**src/cone_max_filter_unit_defines.svh**
```systemverilog
// assertion macros for the cone max filter unit
// used by the top level only; needs clock and reset in the including scope
`ifndef CONE_MAX_FILTER_UNIT_DEFINES_SVH
`define CONE_MAX_FILTER_UNIT_DEFINES_SVH

`ifndef SYNTH
`define CMF_ASSERT_IMPLY(lbl, ante, cons) \
   lbl: assert property (@(posedge clock) disable iff (reset) (ante) |-> (cons)) \
      else $error("cmf check failed");
`define CMF_ASSERT_NEXT(lbl, ante, cons) \
   lbl: assert property (@(posedge clock) disable iff (reset) (ante) |=> (cons)) \
      else $error("cmf check failed");
`else
`define CMF_ASSERT_IMPLY(lbl, ante, cons)
`define CMF_ASSERT_NEXT(lbl, ante, cons)
`endif

`endif

```
**src/cmf_pkg.sv**
```systemverilog
// shared constants for the cone max filter unit
// no dependencies
package cmf_pkg;

   localparam int DEFAULT_MAX_SIZE   = 64;
   localparam int DEFAULT_DATA_WIDTH = 16;

   // configuration register file
   localparam int CFG_SIZE_W      = 7;
   localparam int CSR_ADDR_W      = 3;
   localparam int CSR_DATA_W      = 32;
   localparam logic [CFG_SIZE_W-1:0] SIZE_RESET = 7'd64;

   typedef enum logic [0:0] {
      REG_MATRIX_SIZE = 1'b0
   } reg_index_type;

endpackage

```
**src/cone_max_filter_unit.sv**
```systemverilog
// cone max filter top level: register port, cone core and result buffer
// depends on cmf_pkg, cmf_cone_core, cmf_out_skid and the defines header
//
// Streams the elements of a square signed matrix in raster order and returns,
// for each, the maximum over the upward triangular cone ending at it, using
// B[i][j] = max(A[i][j], B[i-1][j-1..j+1]). One word is taken every clock
// cycle while req_stall is low; its result is registered on acceptance.
// The rate is set by the line store (MAX_SIZE words of DATA_WIDTH bits), which
// is written once and read at two addresses per word, fetching two columns
// ahead so the max sees a three-word window of the row above. A one-word skid
// behind the result register keeps input acceptance going while a result
// waits. Writing matrix_size (register 0) restarts the raster at row 0,
// column 0; a size of 0 acts as 1 and sizes above MAX_SIZE act as MAX_SIZE.
`include "cone_max_filter_unit_defines.svh"

module cone_max_filter_unit #(
   parameter int MAX_SIZE   = cmf_pkg::DEFAULT_MAX_SIZE,
   parameter int DATA_WIDTH = cmf_pkg::DEFAULT_DATA_WIDTH
) (
   input  logic                           clock,
   input  logic                           reset,
   // input words
   input  logic                           req_valid,
   output logic                           req_stall,
   input  logic signed [DATA_WIDTH-1:0]   req_sample,
   // result words
   output logic                           rsp_valid,
   input  logic                           rsp_stall,
   output logic signed [DATA_WIDTH-1:0]   rsp_cone_max,
   output logic                           rsp_last_of_matrix,
   // register port
   input  logic                           csr_psel,
   input  logic                           csr_penable,
   input  logic                           csr_pwrite,
   input  logic [cmf_pkg::CSR_ADDR_W-1:0] csr_paddr,
   input  logic [cmf_pkg::CSR_DATA_W-1:0] csr_pwdata,
   output logic [cmf_pkg::CSR_DATA_W-1:0] csr_prdata,
   output logic                           csr_pready
);

   logic [cmf_pkg::CFG_SIZE_W-1:0] size_ff;
   logic                           size_wr;
   logic                           in_fire;
   logic                           skid_full;
   logic signed [DATA_WIDTH-1:0]   core_max;
   logic                           core_last;

   assign csr_pready = 1'b1;
   assign size_wr    = csr_psel && csr_penable && csr_pwrite && csr_pready
                       && (cmf_pkg::reg_index_type'(csr_paddr[2]) == cmf_pkg::REG_MATRIX_SIZE);

   always_ff @(posedge clock) begin
      if (reset) begin
         size_ff <= cmf_pkg::SIZE_RESET;
      end else if (size_wr) begin
         size_ff <= csr_pwdata[cmf_pkg::CFG_SIZE_W-1:0];
      end
   end

   always_comb begin
      unique case (cmf_pkg::reg_index_type'(csr_paddr[2]))
         cmf_pkg::REG_MATRIX_SIZE: csr_prdata = cmf_pkg::CSR_DATA_W'(size_ff);
         default:                  csr_prdata = '0;
      endcase
   end

   assign in_fire   = req_valid && !req_stall;
   assign req_stall = skid_full;

   cmf_cone_core #(
      .MAX_SIZE   (MAX_SIZE),
      .DATA_WIDTH (DATA_WIDTH)
   ) u_core (
      .clock        (clock),
      .reset        (reset),
      .restart      (size_wr),
      .matrix_size  (size_ff),
      .in_fire      (in_fire),
      .in_sample    (req_sample),
      .out_cone_max (core_max),
      .out_last     (core_last)
   );

   cmf_out_skid #(
      .DATA_WIDTH (DATA_WIDTH)
   ) u_out (
      .clock     (clock),
      .reset     (reset),
      .in_fire   (in_fire),
      .in_data   (core_max),
      .in_last   (core_last),
      .full      (skid_full),
      .out_valid (rsp_valid),
      .out_stall (rsp_stall),
      .out_data  (rsp_cone_max),
      .out_last  (rsp_last_of_matrix)
   );

   // a full skid word always has a result in front of it
   `CMF_ASSERT_IMPLY(a_stall_has_result, req_stall, rsp_valid)
   // after an accepted word the output always holds a valid result next cycle
   `CMF_ASSERT_NEXT(a_accept_gives_result, in_fire, rsp_valid)
   // the skid only fills while the result side is stalling
   `CMF_ASSERT_IMPLY(a_skid_fill_cause, $rose(req_stall), $past(rsp_stall) && $past(rsp_valid))

endmodule

```
**src/cmf_line_store.sv**
```systemverilog
// line store holding the previous output row
// two registered read ports, one write port, write-through on address match
module cmf_line_store #(
   parameter int DEPTH      = cmf_pkg::DEFAULT_MAX_SIZE,
   parameter int DATA_WIDTH = cmf_pkg::DEFAULT_DATA_WIDTH,
   parameter int ADDR_W     = 6
) (
   input  logic                  clock,
   input  logic                  enable,
   input  logic [ADDR_W-1:0]     wr_addr,
   input  logic [DATA_WIDTH-1:0] wr_data,
   input  logic [ADDR_W-1:0]     rd_a_addr,
   input  logic [ADDR_W-1:0]     rd_b_addr,
   output logic [DATA_WIDTH-1:0] rd_a_data,
   output logic [DATA_WIDTH-1:0] rd_b_data
);

   logic [DATA_WIDTH-1:0] mem [DEPTH];
   logic [DATA_WIDTH-1:0] rd_a_ff;
   logic [DATA_WIDTH-1:0] rd_b_ff;

   always_ff @(posedge clock) begin
      if (enable) begin
         mem[wr_addr] <= wr_data;
         // the word written now is the one wanted next for tiny sizes
         rd_a_ff <= (wr_addr == rd_a_addr) ? wr_data : mem[rd_a_addr];
         rd_b_ff <= (wr_addr == rd_b_addr) ? wr_data : mem[rd_b_addr];
      end
   end

   assign rd_a_data = rd_a_ff;
   assign rd_b_data = rd_b_ff;

endmodule

```
**src/cmf_cone_core.sv**
```systemverilog
// raster position tracking, three-word window over the row above and the max
// depends on cmf_pkg and cmf_line_store
module cmf_cone_core #(
   parameter int MAX_SIZE   = cmf_pkg::DEFAULT_MAX_SIZE,
   parameter int DATA_WIDTH = cmf_pkg::DEFAULT_DATA_WIDTH
) (
   input  logic                           clock,
   input  logic                           reset,
   input  logic                           restart,
   input  logic [cmf_pkg::CFG_SIZE_W-1:0] matrix_size,
   input  logic                           in_fire,
   input  logic signed [DATA_WIDTH-1:0]   in_sample,
   output logic signed [DATA_WIDTH-1:0]   out_cone_max,
   output logic                           out_last
);

   localparam int IDX_W  = (MAX_SIZE > 1) ? $clog2(MAX_SIZE) : 1;
   localparam int SIZE_W = $clog2(MAX_SIZE + 1);
   localparam int RB_IDX = (MAX_SIZE > 1) ? 1 : 0;

   logic [SIZE_W-1:0]  size_n;
   logic [IDX_W-1:0]   col_ff, col_in, row_ff, row_in;
   logic               wrap_ff, wrap_in;
   logic signed [DATA_WIDTH-1:0] left_ff, left_in, above_ff, above_in;
   logic signed [DATA_WIDTH-1:0] rd_a, rd_b, above_cur, right_cur, best;
   logic [SIZE_W:0]    size_x, col_p1, col_p2, row_p1;
   logic               last_col, last_row, has_right;
   logic [IDX_W-1:0]   rd_a_addr;

   always_comb begin
      if (matrix_size == '0) begin
         size_n = SIZE_W'(1);
      end else if (32'(matrix_size) > 32'(MAX_SIZE)) begin
         size_n = SIZE_W'(MAX_SIZE);
      end else begin
         size_n = SIZE_W'(matrix_size);
      end
   end

   assign size_x    = {1'b0, size_n};
   assign col_p1    = (SIZE_W+1)'(col_ff) + (SIZE_W+1)'(1);
   assign col_p2    = (SIZE_W+1)'(col_ff) + (SIZE_W+1)'(2);
   assign row_p1    = (SIZE_W+1)'(row_ff) + (SIZE_W+1)'(1);
   assign last_col  = (col_p1 == size_x);
   assign last_row  = (row_p1 == size_x);
   assign has_right = (col_p1 < size_x);

   // right after a row wrap the window comes from the two first store words
   assign above_cur = wrap_ff ? rd_a : above_ff;
   assign right_cur = wrap_ff ? rd_b : rd_a;

   always_comb begin
      best = in_sample;
      if (row_ff != '0) begin
         if (above_cur > best) begin
            best = above_cur;
         end
         if ((col_ff != '0) && (left_ff > best)) begin
            best = left_ff;
         end
         if (has_right && (right_cur > best)) begin
            best = right_cur;
         end
      end
   end

   always_comb begin
      left_in  = above_cur;
      above_in = right_cur;
      wrap_in  = last_col;
      if (last_col) begin
         col_in = '0;
         row_in = last_row ? '0 : row_p1[IDX_W-1:0];
      end else begin
         col_in = col_p1[IDX_W-1:0];
         row_in = row_ff;
      end
      // fetch two columns ahead, or column 0 (for the coming row) once that runs past the row end
      if (last_col || (col_p2 >= size_x)) begin
         rd_a_addr = '0;
      end else begin
         rd_a_addr = col_p2[IDX_W-1:0];
      end
   end

   always_ff @(posedge clock) begin
      if (reset || restart) begin
         col_ff  <= '0;
         row_ff  <= '0;
         wrap_ff <= 1'b0;
      end else if (in_fire) begin
         col_ff  <= col_in;
         row_ff  <= row_in;
         wrap_ff <= wrap_in;
      end
   end

   always_ff @(posedge clock) begin
      if (in_fire) begin
         left_ff  <= left_in;
         above_ff <= above_in;
      end
   end

   cmf_line_store #(
      .DEPTH      (MAX_SIZE),
      .DATA_WIDTH (DATA_WIDTH),
      .ADDR_W     (IDX_W)
   ) u_line_store (
      .clock     (clock),
      .enable    (in_fire),
      .wr_addr   (col_ff),
      .wr_data   (best),
      .rd_a_addr (rd_a_addr),
      .rd_b_addr (IDX_W'(RB_IDX)),
      .rd_a_data (rd_a),
      .rd_b_data (rd_b)
   );

   assign out_cone_max = best;
   assign out_last     = last_col && last_row;

endmodule

```
**src/cmf_out_skid.sv**
```systemverilog
// result register with one skid word behind it
// depends on cmf_pkg for defaults
module cmf_out_skid #(
   parameter int DATA_WIDTH = cmf_pkg::DEFAULT_DATA_WIDTH
) (
   input  logic                  clock,
   input  logic                  reset,
   input  logic                  in_fire,
   input  logic [DATA_WIDTH-1:0] in_data,
   input  logic                  in_last,
   output logic                  full,
   output logic                  out_valid,
   input  logic                  out_stall,
   output logic [DATA_WIDTH-1:0] out_data,
   output logic                  out_last
);

   logic                  main_v_ff, main_v_in, skid_v_ff, skid_v_in;
   logic [DATA_WIDTH-1:0] main_d_ff, main_d_in, skid_d_ff;
   logic                  main_l_ff, main_l_in, skid_l_ff;
   logic                  take, to_skid;

   assign take    = main_v_ff && !out_stall;
   assign to_skid = in_fire && main_v_ff && !take;

   always_comb begin
      main_v_in = main_v_ff;
      skid_v_in = skid_v_ff;
      main_d_in = main_d_ff;
      main_l_in = main_l_ff;
      if (in_fire && (!main_v_ff || take)) begin
         main_v_in = 1'b1;
         main_d_in = in_data;
         main_l_in = in_last;
      end else if (to_skid) begin
         skid_v_in = 1'b1;
      end else if (take && skid_v_ff) begin
         main_d_in = skid_d_ff;
         main_l_in = skid_l_ff;
         skid_v_in = 1'b0;
      end else if (take) begin
         main_v_in = 1'b0;
      end
   end

   always_ff @(posedge clock) begin
      if (reset) begin
         main_v_ff <= 1'b0;
         skid_v_ff <= 1'b0;
      end else begin
         main_v_ff <= main_v_in;
         skid_v_ff <= skid_v_in;
      end
   end

   always_ff @(posedge clock) begin
      main_d_ff <= main_d_in;
      main_l_ff <= main_l_in;
      if (to_skid) begin
         skid_d_ff <= in_data;
         skid_l_ff <= in_last;
      end
   end

   assign full      = skid_v_ff;
   assign out_valid = main_v_ff;
   assign out_data  = main_d_ff;
   assign out_last  = main_l_ff;

endmodule
```
**config.mk**
```make
export PLATFORM = sky130hd
export DESIGN_NAME = cone_max_filter_unit
export DESIGN_NICKNAME = d
export VERILOG_FILES = /design/src/cmf_pkg.sv /design/src/cone_max_filter_unit.sv /design/src/cmf_line_store.sv /design/src/cmf_cone_core.sv /design/src/cmf_out_skid.sv
export VERILOG_INCLUDE_DIRS = /design/src /design/src/src
export SDC_FILE = /design/constraint.sdc
export NUM_CORES = 2
export LEC_CHECK = 0
export ABC_CLOCK_PERIOD_IN_PS = 14700
export BUFFER_PORTS_ARGS = -buffer_cell sky130_fd_sc_hd__buf_2
export CELL_PAD_IN_SITES_DETAIL_PLACEMENT = 0
export CELL_PAD_IN_SITES_GLOBAL_PLACEMENT = 1
export CORE_MARGIN = 2
export CORE_UTILIZATION = 57
export CTS_CLUSTER_SIZE = 12
export DETAILED_ROUTE_END_ITERATION = 10
export PLACE_DENSITY_LB_ADDON = 0.1
export SYNTH_ARGS = -nofsm -noshare
export SYNTH_HDL_FRONTEND = slang
export SYNTH_SLANG_ARGS = --single-unit
```
**constraint.sdc**
```tcl
create_clock -name clock -period 14.7 [get_ports clock]
set_input_delay 1.47 -clock clock [delete_from_list [all_inputs] [get_ports clock]]
set_output_delay 1.47 -clock clock [all_outputs]
set_load 0.03 [all_outputs]
```
Word level (Yosys, flattened, before mapping). Memories as Yosys holds them, arrays and structs flattened. A register that Yosys moved wholly into a read port is not among the register bits. Cells that the tools add are included.

Flip-flop bits (word level): 88. Memories kept: 1. Bits in read-only memories: 0. Bits in latches: 0. Memory bits (writable): 1024. Bits of input ports: 58. Logic and storage cells: 85.

Bitwise gates (word level): 2. Order comparisons: 6. Div/mod/pow operators: 0. Mux-type cells: 28. Add/subtract/negate cells: 3. Equal/unequal tests: 4. $mul: 0. Reduce and logical (&&, ||, !) cells: 29. Shifts and indexed selects: 0.

Memory list: u_core.u_line_store.mem (depth 64, width 16, rd ports 2, clocked after memory_dff 2, wr ports 1, RTL line cmf_line_store.sv:18) `logic [DATA_WIDTH-1:0] mem [DEPTH];`.

Operator list (number): $mux 16 (11); $gt 16x16->1 (3); $mux 7 (3); $mux 6 (3); $eq 8x7->1 (2); $add 6x1->7 const B (2); $logic_and 1x1->1 (12); $reduce_bool 6->1 (2); $mux 1 (11); $ge 8x7->1 (1); $lt 8x7->1 (1); $add 6x2->7 const B (1); $gt 7x7->1 const B (1); $logic_not 7->1 (1); $reduce_and 2->1 (3); $reduce_bool 2->1 (3); $logic_not 1->1 (4); $logic_or 1x1->1 (3); $reduce_and 3->1 (1); $ne 2x1->1 const B (1); $ne 2x2->1 const B (1); $not 1->1 (2).

Longest topological paths before layout.
Depth in word-level cells: 13. Depth in mapped cells: 36. Gate-level depth less buffers: 31.

Cells and area by module. From an unflattened synthesis, not the netlist that was laid out.

Cell total of the unflattened synthesis: 3880. Area, all modules: 56575.5 um^2.

Modules (own cells, without submodules): cmf_line_store (sequential area each 31710.4 um^2, cells each 3205, times used 1, area each 49772.7 um^2); cmf_cone_core (sequential area each 1221.2 um^2, cells each 542, times used 1, area each 4822.1 um^2); cmf_out_skid (sequential area each 1061.0 um^2, cells each 66, times used 1, area each 1392.6 um^2); cone_max_filter_unit (sequential area each 140.1 um^2, cells each 67, times used 1, area each 588.1 um^2).

Least setup slack after synthesis. OpenSTA, ideal clock, no wires.

Kind: input port to flip-flop. From: in req_sample[15]. To: mem u_core.u_line_store.mem[0][2] (netlist name), data pin. Path slack: 4.731 ns. Data required time: 14.112 ns. Stages: 29. Path buffers: 3. Library setup time: 0.588 ns. Arrival: 9.380 ns. Cell sequence: inv_1 -> ha_1 -> nand4_2 -> nor4_1 -> o21ai_1 -> o211ai_4 -> mux2i_4 -> clkbuf_1 -> mux2i_1 -> ha_1 -> and3_1 -> nand3_1 -> or4_1 -> o31a_1 -> o21ai_4 -> buf_12 -> mux2i_2 -> ha_1 -> nor2b_1 -> o21a_1 -> o21a_1 -> o21a_1 -> o21ai_0 -> a211oi_1 -> o21ai_0 -> and2_1 -> clkbuf_1 -> inv_1 -> o221ai_1.

Cells in the longest elaborated chain, start to end: 11.

RTL lines: start, declared (RTL line cone_max_filter_unit.sv:25) `input logic signed [DATA_WIDTH-1:0] req_sample,`; $gt 16x16->1 (RTL line cmf_cone_core.sv:55) `if (above_cur > best) begin`; $mux 16 * (RTL line cmf_cone_core.sv:55); $mux 16 * (RTL line cmf_cone_core.sv:54) `if (row_ff != '0) begin`; $gt 16x16->1 (RTL line cmf_cone_core.sv:58) `if ((col_ff != '0) && (left_ff > best)) begin`; $logic_and 1x1->1 (RTL line cmf_cone_core.sv:58); $mux 16 * (RTL line cmf_cone_core.sv:58); $mux 16 * (RTL line cmf_cone_core.sv:54); $gt 16x16->1 (RTL line cmf_cone_core.sv:61) `if (has_right && (right_cur > best)) begin`; $logic_and 1x1->1 (RTL line cmf_cone_core.sv:61); $mux 16 * (RTL line cmf_cone_core.sv:61); $mux 16 * (RTL line cmf_cone_core.sv:54); via core_max[2] (RTL line cone_max_filter_unit.sv:45) `logic signed [DATA_WIDTH-1:0] core_max;`; end, declared (RTL line cmf_line_store.sv:18).

The timed path passes the listed nets; every way through them passes the cells marked *. The select of a mux whose other input is x is not followed.

Worst setup path after layout.
From: reg u_core.wrap_ff. To: mem u_core.u_line_store.mem[23][3] (netlist name), data pin.

Cells in the longest elaborated chain, start to end: 12.

RTL lines: start, declared (RTL line cmf_cone_core.sv:23) `logic wrap_ff, wrap_in;`; start signal, assigned (RTL line cmf_cone_core.sv:94) `wrap_ff <= wrap_in;`; $mux 16 * (RTL line cmf_cone_core.sv:49) `assign above_cur = wrap_ff ? rd_a : above_ff;`; via u_core.above_cur[15] (RTL line cmf_cone_core.sv:25) `logic signed [DATA_WIDTH-1:0] rd_a, rd_b, above_cur, right_cur, best;`; $gt 16x16->1 (RTL line cmf_cone_core.sv:55); $mux 16 * (RTL line cmf_cone_core.sv:55); $mux 16 * (RTL line cmf_cone_core.sv:54); $gt 16x16->1 (RTL line cmf_cone_core.sv:58); $logic_and 1x1->1 (RTL line cmf_cone_core.sv:58); $mux 16 * (RTL line cmf_cone_core.sv:58); $mux 16 * (RTL line cmf_cone_core.sv:54); $gt 16x16->1 (RTL line cmf_cone_core.sv:61); $logic_and 1x1->1 (RTL line cmf_cone_core.sv:61); $mux 16 * (RTL line cmf_cone_core.sv:61); $mux 16 * (RTL line cmf_cone_core.sv:54); via core_max[3] (RTL line cone_max_filter_unit.sv:45).

Marked as above.

==> impl_metrics.py <==
metrics = {
    "run_status": {
        "status": "finished, final reports clean",
    },
    "timing": {
        "hold_viol_final": 0,
        "rsz0062_at_grt": "no",
        "finalSetupViolCount": 0,
        "fmax_ghz": 0.101,
        "tns_ns": 0,
        "tightest_slew_ns": 1.28,
        "period_needed_ns": 9.89,
        "finClkSkew_ns": 0.0292,
        "final_max_slew_viol_count": 0,
        "post-route-period-util_pct": 67.3,
        "slew_headroom_pct": 12.3,
    },
    "clock_tree": {
        "htreeDepth": 3,
        "clock-sinks": 1144,
        "cts.clk_slew.worst_paths_ns": 0.06,
        "clk_latency_ns": 0.69,
        "cts_setup_buffers": 0,
        "cts_max_path_buffers": 3,
        "cts_tree": "built",
        "cts_made_buffers": 116,
        "root_buffer": "clkbuf_16",
        "cts_resized": 0,
        "hold_buffers": 0,
    },
    "synthesis": {
        "synthTopCellsByArea": "edfxtp_1 (70%), mux2_2 (3.1%), mux4_2 (3.0%)",
        "yosysWarnings": 0,
        "synth_top_area_cell": "edfxtp_1",
        "async_flop_share_pct": 0,
        "synth_ff_type": "edfxtp_1",
        "yosysSeqAreaShare_pct": 71.4,
        "synth_seq_cells": 1144,
        "netlist_instances": 3134,
        "syn_area_sq_um": 47800,
        "synth_cell_types": 73,
        "syn_area_per_cell_sq_um": 15.3,
        "synth_edf_count": 1122,
        "synth_top_area_share_pct": 70.5,
    },
    "setup_path": {
        "r2r_setup_slack_ns": 4.81,
        "r2r_cells": 30,
        "crit_type": "reg2reg",
        "cpMaxStageDelayCell": "o21ai_4",
        "slowest_delay_ns": 0.62,
        "start_kind": "flop",
        "end_kind": "flop",
        "critPathArrivalTime_ns": 10.26,
        "r2r_end": "u_core.u_line_store.mem[23][3]",
        "crit_required_ns": 15.07,
        "rr_startpoint": "u_core.wrap_ff",
        "crit_fanout": 48,
    },
    "finish": {
        "layout_commonest_cell": "edfxtp_1",
        "nNetsFinal": 3355,
        "fin_area_sq_um": 53100,
        "area_growth_pct": 11.1,
        "final_cell_mix": "edfxtp_1 (1122), nor2_1 (224), a21oi_1 (170)",
        "post-route-util_pct": 63.8,
        "layout-drive-gt1-share_pct": 17.7,
        "fillers": 6027,
    },
    "placement": {
        "place_area_sq_um": 49700,
        "gp_congestion": 0.894,
        "hpwl_microns": 80500,
        "port_buffers": 56,
    },
    "pwr": {
        "p_per_area_nw_per_um2": 132,
        "peakVddDrop_uv": 105,
        "seqPwrFrac_pct": 52.1,
        "clock_power_share_pct": 38.4,
        "p_comb_share_pct": 9.5,
        "internal-power_uw": 5340,
        "netSwitchingPower_uw": 1660,
        "p_leak_uw": 0.0172,
        "p_sw_share_pct": 23.7,
    },
    "floorplanning": {
        "die_h_microns": 294,
        "initial_core_util_pct": 57.4,
        "row_count": 106,
        "die_area_sq_um": 86200,
        "die-width_microns": 294,
        "io_pins": 110,
        "core_area_sq_um": 83300,
    },
    "grt": {
        "grt_overflow": 0,
        "grt.total_usage_pct": 30.0,
        "grt_pass1_wl_microns": 187000,
        "grt_max_degree": 124,
        "antenna_found_initial": 5,
        "grt_pass1_vias": 28000,
    },
    "routing": {
        "drt-pass1-iter-count": 6,
        "first_iter_violations": 2922,
        "route.vias.total": 28400,
        "drc_errors": 0,
        "drtAntennaViolNets": 0,
        "wl_per_cell_microns": 29.5,
        "viasPerCell": 6.48,
        "routed_wl_microns": 129000,
    },
    "hold_path": {
        "hold_path_end": "u_out.out_data[2]",
        "hold_path_class": "reg2reg",
        "min_from": "u_out.skid_d_ff[2]",
        "min_path_cells": 1,
    },
    "job": {
        "max_cap_viol_count": 0,
    },
}
==> per-layer routing <==
| metal | vias to the layer above | share of wire, % | GRT usage [%] |
|---|---|---|---|
| li1 | 12500 | - | - |
| met1 | 14500 | 40 | 40.0 |
| met2 | 1218 | 49 | 49.6 |
| met3 | 246 | 6.7 | 4.09 |
| met4 | 4 | 4.6 | 13.4 |
| met5 | - | 0.019 | 0 |
==> worst max-delay path by stage <==
stage	startpoint	to	slack, ns	depth (start not counted)
floorplan	req_sample[15]	u_core.u_line_store.mem[0][2]	4.73	29
global placement	req_sample[15]	u_core.u_line_store.rd_b_data[2]	4.36	33
detailed placement	req_sample[15]	u_core.u_line_store.rd_b_data[2]	4.20	33
CTS	u_core.wrap_ff	u_core.u_line_store.rd_b_data[2]	4.63	33
global route	u_core.wrap_ff	u_core.u_line_store.mem[23][3]	4.09	30
finish	u_core.wrap_ff	u_core.u_line_store.mem[23][3]	4.81	30
==> synthesized netlist by cell type (all sizes together) (11+ instances only) <==
master and count:
o21ai 179, a21o 13, nand3 32, buf 52, nand2 146, nor2b 13
ha 69, mux4 64, mux2 142, nor3 33, o221ai 40, nor2 246
a211oi 34, nor4 14, o22ai 132, a22oi 21, clkbuf 152, a21oi 189
or3 11, edfxtp 1122, mux2i 127, nand4 34, a31oi 20, o211ai 25
inv 65, a2111oi 24, xnor2 12, dfxtp 22
==> kinds of logic (layout without fill, tap and decap cells) <==
kind of cell             after synthesis  count (layout)  synth area share [%]
AND/OR/NAND/NOR                      577             577                  5.44
other                                  2              28                0.0157
adder cells (fa/ha/maj)               69              69                  1.81
buffers and inverters                270             415                  2.37
AO/OA/AOI/OAI                        721             721                  9.51
XOR/XNOR                              18              18                 0.330
multiplexers                         333             333                  9.13
flip-flops                          1144            1144                  71.4
==> stage by stage <==
| stage | total power [uW] | setup WS [ns] | cells | hold slack, ns |
|---|---|---|---|---|
| 2_1_floorplan | 4140 | 4.73 | 3158 | 0.479 |
| 3_5_place_dp | 4380 | 4.20 | 4190 | 0.544 |
| 6_report | 7000 | 4.81 | 4385 | 0.554 |
| 5_1_grt | 7210 | 4.09 | 4383 | 0.578 |
| 4_1_cts | 7030 | 4.63 | 4383 | 0.560 |
| 3_3_place_gp | 4370 | 4.36 | 4190 | 0.512 |
==> flip-flops by register name (all words and copies together) (netlist names), 6 cells and up <==
register	count
u_core.u_line_store.mem	1024
u_out.out_data	16
u_core.u_line_store.rd_b_data	16
u_out.skid_d_ff	16
u_core.left_ff	16
size_ff	7
u_core.row_ff	6
u_core.above_ff	16
u_core.u_line_store.rd_a_data	16
u_core.col_ff	6
==> layout make-up <==
| type | instances | area, sq um | area share (%) |
|---|---|---|---|
| tap | 1080 | 1350 | 2.54 |
| sequential | 1144 | 34100 | 64.3 |
| antenna | 2 | 5.00 | 0.00942 |
| timing repair buffer | 156 | 1040 | 1.96 |
| inverter | 66 | 248 | 0.466 |
| clock buffer | 148 | 3040 | 5.73 |
| multi-input combinational | 1744 | 13000 | 24.4 |
| clock inverter | 45 | 324 | 0.610 |
==> worst max-delay path, delay by kind of cell (launching register included) <==
kind | cells | cell delay [ns]
buffers and inverters | 3 | 1.33
AO/OA/AOI/OAI | 17 | 4.38
AND/OR/NAND/NOR | 3 | 0.79
multiplexers | 4 | 1.67
adder cells (fa/ha/maj) | 3 | 0.98
flip-flops | 1 | 0.30
==> power by group through the flow <==
stage | clock network (uW) | logic [uW] | registers, uW
finish | 2690 | 663 | 3650
detailed placement | 0 | 662 | 3720
floorplan | 0 | 423 | 3720
CTS | 2710 | 665 | 3650
global route | 2840 | 715 | 3650
global placement | 0 | 650 | 3720
Power figures use the tool's default switching activity.
